## src/hdl/wrsd_pkg.sv

```systemverilog
package wrsd_pkg;

   localparam int QUEUE_DEPTH = 4;

   localparam logic [1:0] KIND_INFO   = 2'd0;
   localparam logic [1:0] KIND_SAMPLE = 2'd1;
   localparam logic [1:0] KIND_ERROR  = 2'd2;

   localparam logic [2:0] ERR_BAD_TAG   = 3'd0;
   localparam logic [2:0] ERR_NO_FMT    = 3'd1;
   localparam logic [2:0] ERR_NO_DATA   = 3'd2;
   localparam logic [2:0] ERR_TRUNCATED = 3'd3;
   localparam logic [2:0] ERR_BAD_DEPTH = 3'd4;
   localparam logic [2:0] ERR_SHORT_FMT = 3'd5;

   localparam logic [31:0] TAG_RIFF = 32'h5249_4646;
   localparam logic [31:0] TAG_WAVE = 32'h5741_5645;
   localparam logic [31:0] TAG_FMT  = 32'h666D_7420;
   localparam logic [31:0] TAG_DATA = 32'h6461_7461;

   localparam logic [15:0] DEPTH_8      = 16'd8;
   localparam logic [15:0] DEPTH_16     = 16'd16;
   localparam logic [31:0] MIN_FMT_SIZE = 32'd16;

   typedef struct packed {
      logic [7:0] file_byte;
      logic       end_of_file;
   } req_type;

   typedef struct packed {
      logic [1:0]         kind;
      logic signed [15:0] sample;
      logic [15:0]        channel_count;
      logic               is_stereo;
      logic [15:0]        bits_per_sample;
      logic [31:0]        sample_rate;
      logic [31:0]        data_length;
      logic [2:0]         error_code;
      logic               last_of_run;
   } rsp_type;

   // one pending result between parser and output stage
   typedef struct packed {
      logic [1:0]  kind;
      logic [15:0] sample;
      logic [2:0]  error_code;
      logic        last;
      logic [15:0] channels;
      logic [15:0] depth;
      logic [31:0] rate;
      logic [31:0] length;
   } entry_type;

endpackage

```

## src/hdl/wrsd_front.sv

```systemverilog
module wrsd_front (
   input  logic              clock,
   input  logic              reset,
   input  logic              csr_write_enable,
   input  logic              csr_write_data,
   input  logic              req_valid,
   output logic              req_ready,
   input  wrsd_pkg::req_type req_payload,
   output logic              push_valid,
   input  logic              push_ready,
   output wrsd_pkg::entry_type push_data
);
   import wrsd_pkg::*;

   typedef enum logic [7:0] {
      PH_RIFF      = 8'b0000_0001,
      PH_FMT_HDR   = 8'b0000_0010,
      PH_FMT_SKIP  = 8'b0000_0100,
      PH_FMT_BODY  = 8'b0000_1000,
      PH_DATA_HDR  = 8'b0001_0000,
      PH_DATA_SKIP = 8'b0010_0000,
      PH_DATA      = 8'b0100_0000,
      PH_IDLE      = 8'b1000_0000
   } phase_type;

   phase_type   phase_ff, phase_in;
   logic [4:0]  count_ff, count_in;
   logic [31:0] tag_ff, tag_in;
   logic [31:0] size_ff, size_in;
   logic [15:0] channels_ff, channels_in;
   logic [15:0] depth_ff, depth_in;
   logic [31:0] rate_ff, rate_in;
   logic [31:0] left_ff, left_in;
   logic [7:0]  low_ff, low_in;
   logic        info_only_ff, info_only_in;

   logic        fire;
   logic [7:0]  b;
   logic        eof;
   logic [31:0] tag_shift;
   logic [4:0]  count_inc;
   logic [31:0] left_dec;
   logic        has_res;
   logic        err_flag;
   logic [1:0]  res_kind;
   logic [15:0] res_sample;
   logic [2:0]  res_err;
   logic        res_last;

   assign req_ready = push_ready;
   assign fire      = req_valid & req_ready;
   assign b         = req_payload.file_byte;
   assign eof       = req_payload.end_of_file;
   assign tag_shift = {tag_ff[23:0], b};
   assign count_inc = count_ff + 5'd1;
   assign left_dec  = left_ff - 32'd1;

   assign info_only_in = csr_write_enable ? csr_write_data : info_only_ff;

   always_comb begin
      phase_in    = phase_ff;
      count_in    = count_ff;
      tag_in      = tag_ff;
      size_in     = size_ff;
      channels_in = channels_ff;
      depth_in    = depth_ff;
      rate_in     = rate_ff;
      left_in     = left_ff;
      low_in      = low_ff;
      has_res     = 1'b0;
      err_flag    = 1'b0;
      res_kind    = KIND_INFO;
      res_sample  = '0;
      res_err     = ERR_BAD_TAG;
      res_last    = 1'b0;

      case (phase_ff)
         PH_RIFF: begin
            tag_in   = tag_shift;
            count_in = count_inc;
            if ((count_inc == 5'd4 && tag_shift != TAG_RIFF) ||
                (count_inc == 5'd12 && tag_shift != TAG_WAVE)) begin
               has_res  = 1'b1;
               err_flag = 1'b1;
               res_kind = KIND_ERROR;
               res_err  = ERR_BAD_TAG;
               phase_in = PH_IDLE;
            end else if (count_inc == 5'd12) begin
               phase_in = PH_FMT_HDR;
               count_in = '0;
            end
         end
         PH_FMT_HDR, PH_DATA_HDR: begin
            if (count_ff == 5'd0) begin
               size_in = '0;
            end
            if (count_ff < 5'd4) begin
               tag_in = tag_shift;
            end else begin
               case (count_ff[1:0])
                  2'd0:    size_in[7:0]   = b;
                  2'd1:    size_in[15:8]  = b;
                  2'd2:    size_in[23:16] = b;
                  default: size_in[31:24] = b;
               endcase
            end
            count_in = count_inc;
            if (count_ff == 5'd7) begin
               count_in = '0;
               left_in  = size_in;
               if (phase_ff == PH_FMT_HDR && tag_ff == TAG_FMT) begin
                  if (size_in < MIN_FMT_SIZE) begin
                     has_res  = 1'b1;
                     err_flag = 1'b1;
                     res_kind = KIND_ERROR;
                     res_err  = ERR_SHORT_FMT;
                     phase_in = PH_IDLE;
                  end else begin
                     channels_in = '0;
                     depth_in    = '0;
                     rate_in     = '0;
                     phase_in    = PH_FMT_BODY;
                  end
               end else if (phase_ff == PH_DATA_HDR && tag_ff == TAG_DATA) begin
                  if (!info_only_ff && depth_ff != DEPTH_8 && depth_ff != DEPTH_16) begin
                     has_res  = 1'b1;
                     err_flag = 1'b1;
                     res_kind = KIND_ERROR;
                     res_err  = ERR_BAD_DEPTH;
                     phase_in = PH_IDLE;
                  end else begin
                     has_res  = 1'b1;
                     res_kind = KIND_INFO;
                     res_last = info_only_ff || size_in == 32'd0 ||
                                (depth_ff == DEPTH_16 && size_in < 32'd2);
                     phase_in = (size_in != 32'd0) ? PH_DATA : PH_IDLE;
                  end
               end else if (size_in != 32'd0) begin
                  phase_in = (phase_ff == PH_FMT_HDR) ? PH_FMT_SKIP : PH_DATA_SKIP;
               end
            end
         end
         PH_FMT_SKIP, PH_DATA_SKIP: begin
            left_in = left_dec;
            if (left_dec == 32'd0) begin
               phase_in = (phase_ff == PH_FMT_SKIP) ? PH_FMT_HDR : PH_DATA_HDR;
               count_in = '0;
            end
         end
         PH_FMT_BODY: begin
            case (count_ff)
               5'd2:  channels_in[7:0]  = b;
               5'd3:  channels_in[15:8] = b;
               5'd4:  rate_in[7:0]      = b;
               5'd5:  rate_in[15:8]     = b;
               5'd6:  rate_in[23:16]    = b;
               5'd7:  rate_in[31:24]    = b;
               5'd14: depth_in[7:0]     = b;
               5'd15: depth_in[15:8]    = b;
               default: ;
            endcase
            // saturates past the last format field
            count_in = (count_ff == 5'd16) ? count_ff : count_inc;
            left_in  = left_dec;
            if (left_dec == 32'd0) begin
               phase_in = PH_DATA_HDR;
               count_in = '0;
            end
         end
         PH_DATA: begin
            left_in = left_dec;
            if (!info_only_ff) begin
               if (depth_ff == DEPTH_8) begin
                  has_res    = 1'b1;
                  res_kind   = KIND_SAMPLE;
                  res_sample = {b, 8'd0};
                  res_last   = left_dec == 32'd0;
               end else if (!count_ff[0]) begin
                  low_in = b;
               end else begin
                  has_res    = 1'b1;
                  res_kind   = KIND_SAMPLE;
                  res_sample = {b, low_ff};
                  res_last   = left_dec < 32'd2;
               end
            end
            count_in = {4'd0, ~count_ff[0]};
            if (left_dec == 32'd0) begin
               phase_in = PH_IDLE;
            end
         end
         default: ;
      endcase

      if (eof) begin
         if (!err_flag && phase_in != PH_IDLE) begin
            has_res    = 1'b1;
            res_kind   = KIND_ERROR;
            res_sample = '0;
            res_last   = 1'b0;
            case (phase_in)
               PH_RIFF:                  res_err = ERR_BAD_TAG;
               PH_FMT_HDR, PH_FMT_SKIP:  res_err = ERR_NO_FMT;
               PH_DATA:                  res_err = ERR_TRUNCATED;
               default:                  res_err = ERR_NO_DATA;
            endcase
         end
         phase_in    = PH_RIFF;
         count_in    = '0;
         tag_in      = '0;
         size_in     = '0;
         channels_in = '0;
         depth_in    = '0;
         rate_in     = '0;
         left_in     = '0;
         low_in      = '0;
      end
   end

   assign push_valid          = fire & has_res;
   assign push_data.kind       = res_kind;
   assign push_data.sample     = res_sample;
   assign push_data.error_code = res_err;
   assign push_data.last       = res_last;
   assign push_data.channels   = channels_ff;
   assign push_data.depth      = depth_ff;
   assign push_data.rate       = rate_ff;
   assign push_data.length     = (phase_ff == PH_FMT_HDR || phase_ff == PH_DATA_HDR) ?
                                 size_in : size_ff;

   always_ff @(posedge clock) begin
      if (reset) begin
         phase_ff     <= PH_RIFF;
         count_ff     <= '0;
         tag_ff       <= '0;
         size_ff      <= '0;
         channels_ff  <= '0;
         depth_ff     <= '0;
         rate_ff      <= '0;
         left_ff      <= '0;
         low_ff       <= '0;
         info_only_ff <= 1'b0;
      end else begin
         info_only_ff <= info_only_in;
         if (fire) begin
            phase_ff    <= phase_in;
            count_ff    <= count_in;
            tag_ff      <= tag_in;
            size_ff     <= size_in;
            channels_ff <= channels_in;
            depth_ff    <= depth_in;
            rate_ff     <= rate_in;
            left_ff     <= left_in;
            low_ff      <= low_in;
         end
      end
   end

endmodule

```

## src/hdl/wrsd_queue.sv

```systemverilog
module wrsd_queue #(
   parameter int DEPTH = wrsd_pkg::QUEUE_DEPTH
) (
   input  logic                clock,
   input  logic                reset,
   input  logic                push_valid,
   output logic                push_ready,
   input  wrsd_pkg::entry_type push_data,
   output logic                pop_valid,
   input  logic                pop_ready,
   output wrsd_pkg::entry_type pop_data
);
   import wrsd_pkg::*;

   localparam int IDX_W = (DEPTH > 1) ? $clog2(DEPTH) : 1;
   localparam int CNT_W = $clog2(DEPTH + 1);
   localparam logic [CNT_W-1:0] FULL    = CNT_W'(DEPTH);
   localparam logic [IDX_W-1:0] LAST_IX = IDX_W'(DEPTH - 1);

   entry_type         mem_ff [DEPTH];
   logic [IDX_W-1:0]  wr_ptr_ff, wr_ptr_in;
   logic [IDX_W-1:0]  rd_ptr_ff, rd_ptr_in;
   logic [CNT_W-1:0]  count_ff, count_in;
   logic              do_push;
   logic              do_pop;

   assign push_ready = count_ff != FULL;
   assign pop_valid  = count_ff != '0;
   assign pop_data   = mem_ff[rd_ptr_ff];
   assign do_push    = push_valid & push_ready;
   assign do_pop     = pop_valid & pop_ready;

   always_comb begin
      wr_ptr_in = wr_ptr_ff;
      rd_ptr_in = rd_ptr_ff;
      count_in  = count_ff;
      if (do_push) begin
         wr_ptr_in = (wr_ptr_ff == LAST_IX) ? '0 : wr_ptr_ff + IDX_W'(1);
      end
      if (do_pop) begin
         rd_ptr_in = (rd_ptr_ff == LAST_IX) ? '0 : rd_ptr_ff + IDX_W'(1);
      end
      if (do_push && !do_pop) begin
         count_in = count_ff + CNT_W'(1);
      end else if (do_pop && !do_push) begin
         count_in = count_ff - CNT_W'(1);
      end
   end

   always_ff @(posedge clock) begin
      if (reset) begin
         wr_ptr_ff <= '0;
         rd_ptr_ff <= '0;
         count_ff  <= '0;
      end else begin
         wr_ptr_ff <= wr_ptr_in;
         rd_ptr_ff <= rd_ptr_in;
         count_ff  <= count_in;
      end
   end

   always_ff @(posedge clock) begin
      if (do_push) begin
         mem_ff[wr_ptr_ff] <= push_data;
      end
   end

endmodule

```

## src/hdl/wrsd_back.sv

```systemverilog
module wrsd_back (
   input  logic                clock,
   input  logic                reset,
   input  logic                pop_valid,
   output logic                pop_ready,
   input  wrsd_pkg::entry_type pop_data,
   output logic                rsp_valid,
   input  logic                rsp_ready,
   output wrsd_pkg::rsp_type   rsp_payload
);
   import wrsd_pkg::*;

   logic    rsp_valid_ff, rsp_valid_in;
   rsp_type rsp_data_ff, rsp_data_in;
   logic    is_fmt;

   assign pop_ready = !rsp_valid_ff || rsp_ready;
   assign is_fmt    = pop_data.kind != KIND_ERROR;

   // error results carry only the code
   always_comb begin
      rsp_data_in.kind            = pop_data.kind;
      rsp_data_in.sample          = is_fmt ? pop_data.sample : '0;
      rsp_data_in.channel_count   = is_fmt ? pop_data.channels : '0;
      rsp_data_in.is_stereo       = is_fmt && pop_data.channels == 16'd2;
      rsp_data_in.bits_per_sample = is_fmt ? pop_data.depth : '0;
      rsp_data_in.sample_rate     = is_fmt ? pop_data.rate : '0;
      rsp_data_in.data_length     = is_fmt ? pop_data.length : '0;
      rsp_data_in.error_code      = is_fmt ? ERR_BAD_TAG : pop_data.error_code;
      rsp_data_in.last_of_run     = is_fmt && pop_data.last;
   end

   assign rsp_valid_in = pop_ready ? pop_valid : rsp_valid_ff;

   always_ff @(posedge clock) begin
      if (reset) begin
         rsp_valid_ff <= 1'b0;
      end else begin
         rsp_valid_ff <= rsp_valid_in;
      end
   end

   always_ff @(posedge clock) begin
      if (pop_valid && pop_ready) begin
         rsp_data_ff <= rsp_data_in;
      end
   end

   assign rsp_valid   = rsp_valid_ff;
   assign rsp_payload = rsp_data_ff;

endmodule

```

## src/hdl/wav_riff_stream_decoder.sv

```systemverilog
// Parses a RIFF/WAVE byte stream, one byte per request per cycle, and returns the
// format info, decoded 16-bit samples or an error code as responses. The parser
// accepts a byte every cycle as long as its result queue (QUEUE_DEPTH entries) has
// room; a result reaches rsp through the queue and then the output register. Bytes
// that give no result also wait while the queue is full. The user must write info_only
// through csr_write_enable/csr_write_data between files; the block does not enforce this.
module wav_riff_stream_decoder #(
   parameter int QUEUE_DEPTH = wrsd_pkg::QUEUE_DEPTH
) (
   input  logic              clock,
   input  logic              reset,
   input  logic              csr_write_enable,
   input  logic              csr_write_data,
   input  logic              req_valid,
   output logic              req_ready,
   input  wrsd_pkg::req_type req_payload,
   output logic              rsp_valid,
   input  logic              rsp_ready,
   output wrsd_pkg::rsp_type rsp_payload
);
   import wrsd_pkg::*;

   logic      push_valid;
   logic      push_ready;
   entry_type push_data;
   logic      pop_valid;
   logic      pop_ready;
   entry_type pop_data;

   wrsd_front u_front (
      .clock            (clock),
      .reset            (reset),
      .csr_write_enable (csr_write_enable),
      .csr_write_data   (csr_write_data),
      .req_valid        (req_valid),
      .req_ready        (req_ready),
      .req_payload      (req_payload),
      .push_valid       (push_valid),
      .push_ready       (push_ready),
      .push_data        (push_data)
   );

   wrsd_queue #(
      .DEPTH (QUEUE_DEPTH)
   ) u_queue (
      .clock      (clock),
      .reset      (reset),
      .push_valid (push_valid),
      .push_ready (push_ready),
      .push_data  (push_data),
      .pop_valid  (pop_valid),
      .pop_ready  (pop_ready),
      .pop_data   (pop_data)
   );

   wrsd_back u_back (
      .clock       (clock),
      .reset       (reset),
      .pop_valid   (pop_valid),
      .pop_ready   (pop_ready),
      .pop_data    (pop_data),
      .rsp_valid   (rsp_valid),
      .rsp_ready   (rsp_ready),
      .rsp_payload (rsp_payload)
   );

endmodule

```

## config.mk

```make
export PLATFORM = sky130hd
export DESIGN_NAME = wav_riff_stream_decoder
export DESIGN_NICKNAME = d
export VERILOG_FILES = /design/src/hdl/wrsd_pkg.sv /design/src/hdl/wrsd_front.sv /design/src/hdl/wrsd_queue.sv /design/src/hdl/wrsd_back.sv /design/src/hdl/wav_riff_stream_decoder.sv
export SDC_FILE = /design/constraint.sdc
export NUM_CORES = 1
export LEC_CHECK = 0
export BUFFER_PORTS_ARGS = -buffer_cell sky130_fd_sc_hd__buf_2
export CAP_MARGIN = 0
export CORE_MARGIN = 4
export CORE_UTILIZATION = 47
export CTS_CLUSTER_SIZE = 10
export DETAILED_ROUTE_END_ITERATION = 6
export PLACE_DENSITY = 0.7
export SKIP_CTS_REPAIR_TIMING = 1
export SYNTH_ARGS = -nofsm -noshare
export SYNTH_HDL_FRONTEND = slang
export SYNTH_HIERARCHICAL = 1
export SYNTH_SLANG_ARGS = --single-unit
```

## constraint.sdc

```tcl
create_clock -name clock -period 8.8 [get_ports clock]
set_input_delay 0 -clock clock [delete_from_list [all_inputs] [get_ports clock]]
set_output_delay 0 -clock clock [all_outputs]
set_load 0.02 [all_outputs]
```

==> metrics.md <==
| Metric | Value |
|---|---|
| Post-detail-place hpwl | 49.9 mm |
| Final worst setup slack | 1.98 ns |
| Core area | 0.0686 mm2 |
| Synthesized instance count | 2,296 |
| Distinct cells, synth | 90 |
| Vias in the first global route | 19,439 |
| Layout cell share with drive strength beyond 1 | 17.2% |
| Layout Skew | 0.0330 ns |
| Clk slew on worst S/H paths | 0.05 ns |
| Global-route wire length before repair | ~120 mm |
| CTS H-tree lvls | 3 |
| Starting Density | between 40% and 50% |
| Worst Tran Pin Value | 1.16 ns |
| Max layer used | met4 |
| Clk pwr share | 32.8% |
| Startpoint types | flip-flop |
| Critical path arrival | 7.10 ns |
| Period Utilization, post-route | 77.5% |
| Post-synthesis net count | 2,325 |
| RSZ-0062 raised after global routing | no |
| Synth area leaders | edfxtp_1, dfxtp_1, mux4_2, nor2_1, mux2i_1 |
| Max_cap viols | 0 |
| Clock buffers created by TritonCTS | 90 |
| Die Wd | 271 um |
| Max incr delay on CP | roughly 0.98 ns |
| Routed Antenna Nets | 0 |
| TritonCTS clock tree | done |
| Internal | 7.35 mW |
| Pwr dens | 280 mW/mm2 |
| CP max FO | 60 |
| Max Clock Freq | 0.147 GHz |
| IO buf count | 135 |
| Sequential area share after synthesis | around two thirds |
| Worst skew pair latency | roughly 0.65 ns |
| Clock buffer depth | 3 |
| Slowest CP cell | nor4b_2 |
| Fin. Hold Viols | 0 |
| Initial antenna violation count | 2 |
| M1 WL | 33.2 mm |
| Slew Limit Headroom | around 22% |
| DR pass1 iterations | 6 |
| Routed WL | 79.5 mm |
| Synth warnings | 6 |
| EDFF count, synth | 591 |
| Min Tclk post-route | 6.82 ns |
| Fillers | 5,506 |
| Sequential share of power | a little under half |
| Static Leak | 12.7 nW |
| Worst Hold Class | in2reg |
| WL/cell | 23.4 um |
| Setup violators final | 0 |
| Mapped cell area | 0.0326 mm2 |
| Worst VDD drop | 192 uV |
| Syn-to-layout area delta | 12.9% |
| Outcome | finished, final reports clean |
| Crit-path cells | inv_1 -> ha_1 -> nor4b_2 -> a211oi_1 -> or4_1 -> or4_1 -> nor2_2 -> o2bb2ai_1 -> and2_1 -> nor4_4 -> a21o_1 -> a21oi_1 -> and3_4 -> buf_12 |
| GPL Wtd Cong | ~0.91 |
| Yosys top cell area share | 54.5% |
| Tot GR Track Use | 21.4% |
| Total congestion overflow | 0 |
| Clk sink count | 783 |
| Top_reg_cell synth | edfxtp_1 |
| Vias per cell | between 5 and 6 |
| Initial DRC count | 2,070 |
| Crit end category | flip-flop |
| Setup TNS | 0 ns |
| CP Class | reg2reg |
| Asr flop ratio synth | 0% |
| Post-place setup slack | between 2 and 2.5 ns |
| Detail Route met2 WL | 38.2 mm |
| CP most frequent cell | or4_1 |
| Largest net degree at the start of global routing | 119 |
| Comb pwr share | 21.4% |
| Row count | 96 |
| Nets | about 2,400 |
| Syn Area/Cell | 14.2 um2 |
| Post-synth top area cell | edfxtp_1 |
| DRC Markers | 0 |
| Total net switching power | 2.95 mW |
| Register bit count reported by yosys | a little under 800 |
| Worst path required time | 9.08 ns |
| Sw Share | 28.6% |
| Root buf cell | clkbuf_16 |
| Top Ports | 136 |
| Via count | 19,938 |
| Max-slew violation count | 0 |
| Routed met3 length | 5.70 mm |
| Die H | 271 um |
| Total die area | 0.0736 mm2 |
==> state kept, by name, indices dropped and copies added, names as in the netlist, 16 cells and up, named ones only <==
name	cells
u_front/tag_ff	32
u_back/rsp_payload	119
u_queue/mem_ff	472
u_front/depth_ff	16
u_front/size_ff	32
u_front/rate_ff	32
u_front/channels_ff	16
u_front/left_ff	32
==> metal layers <==
layer | GRT usage [%] | vias up
met5 | 0 | -
met4 | 7.72 | 0
met3 | 4.40 | 132
met2 | 34.3 | 769
met1 | 29.2 | 10050
li1 | - | 8987
==> layout make-up <==
class | instances | area [um2] | area share [%]
Tap cell | 931 | 1160 | 3.17
Antenna cell | 2 | 5.00 | 0.0136
Inverter | 21 | 78.8 | 0.214
Clock inverter | 10 | 136 | 0.371
Timing Repair Buffer | 169 | 1030 | 2.80
Multi-Input combinational cell | 1329 | 10200 | 27.8
Clock buffer | 158 | 2540 | 6.90
Sequential cell | 783 | 21600 | 58.7
==> cell usage in the layout, fill, tap and decap left out, types with 65 or more instances in the layout <==
cell and n:
buf_2 134, dfxtp_1 190, nor2_1 241, nand2_1 106
clkbuf_1 65, a21oi_1 103, mux2i_1 79, mux4_2 118
and2_1 117, edfxtp_1 591, clkbuf_16 90
==> worst max-delay path: cells and delay by family (launching register included) <==
family          cells  cell delay (ns)
compound gates      4             0.92
flops               1             0.40
buf+inv             2             0.58
fa+ha+maj           1             0.61
simple gates        7             3.77
==> synth_stat cells (9+ instances only) <==
library cell,instances
xor2_1,10
mux2i_1,79
buf_1,11
o21ai_0,58
nor3_1,40
a22oi_1,29
nor3b_1,44
buf_2,15
mux4_2,118
or4_1,20
edfxtp_1,591
buf_4,9
nand2_1,106
nand3_1,27
and2_1,118
nor4_1,26
ha_1,13
inv_1,21
a21o_1,9
and3_1,21
buf_6,9
clkbuf_1,118
nand2b_1,11
a2111oi_0,10
o31ai_1,18
nand4_1,15
or3_1,14
a21oi_1,103
a31oi_1,9
xnor2_1,13
a22o_1,17
nor2_1,241
o211ai_1,9
dfxtp_1,192
==> power groups by stage <==
stage               sequential, mW  combinational [mW]  clock [mW]
finish                        4.72                2.20        3.38
global route                  4.77                2.37        3.62
CTS                           4.73                2.25        3.46
detailed placement            4.80                2.24           0
global placement              4.79                2.22           0
floorplan                     5.16                1.16           0
==> per-stage QoR <==
| stage | instances | instance area (um2) | hold slack [ns] | total power, mW | utilization [%] |
|---|---|---|---|---|---|
| detailed placement | 3221 | 34000 | 0.252 | 7.04 | 49.5 |
| floorplan | 2296 | 32600 | 0.0691 | 6.33 | - |
| global placement | 3221 | 34000 | 0.247 | 7.01 | 49.5 |
| finish | 3403 | 36800 | 0.0176 | 10.3 | 53.6 |
| CTS | 3389 | 36600 | -0.413 | 10.4 | 53.4 |
| global route | 3402 | 36800 | 0.0187 | 10.8 | 53.6 |
==> final timing paths <==
path / startpoint / endpoint / slack (ns) / cells after the start
setup reg to reg: u_front/count_ff[0] / u_queue/mem_ff[2][24] / 1.98 / 14
hold / removal: req_payload[1] / u_front/tag_ff[0] / 0.02 / 4
hold reg to reg: u_front/tag_ff[24] / u_front/tag_ff[24] / 0.48 / 2
setup / recovery: u_front/count_ff[0] / u_queue/mem_ff[2][24] / 1.98 / 14
==> logic make-up after synthesis <==
logic type / count (synthesis) / synth area share (%)
buffers and inverters: 184 / 2.49
muxes: 197 / 10.6
DFF: 783 / 66.3
and+or+nand+nor: 753 / 12.4
xor gates and xnor gates: 23 / 0.619
AOI/OAI and AO/OA: 342 / 7.05
adders and majority gates: 14 / 0.561
(Power assumes the default switching activity.)
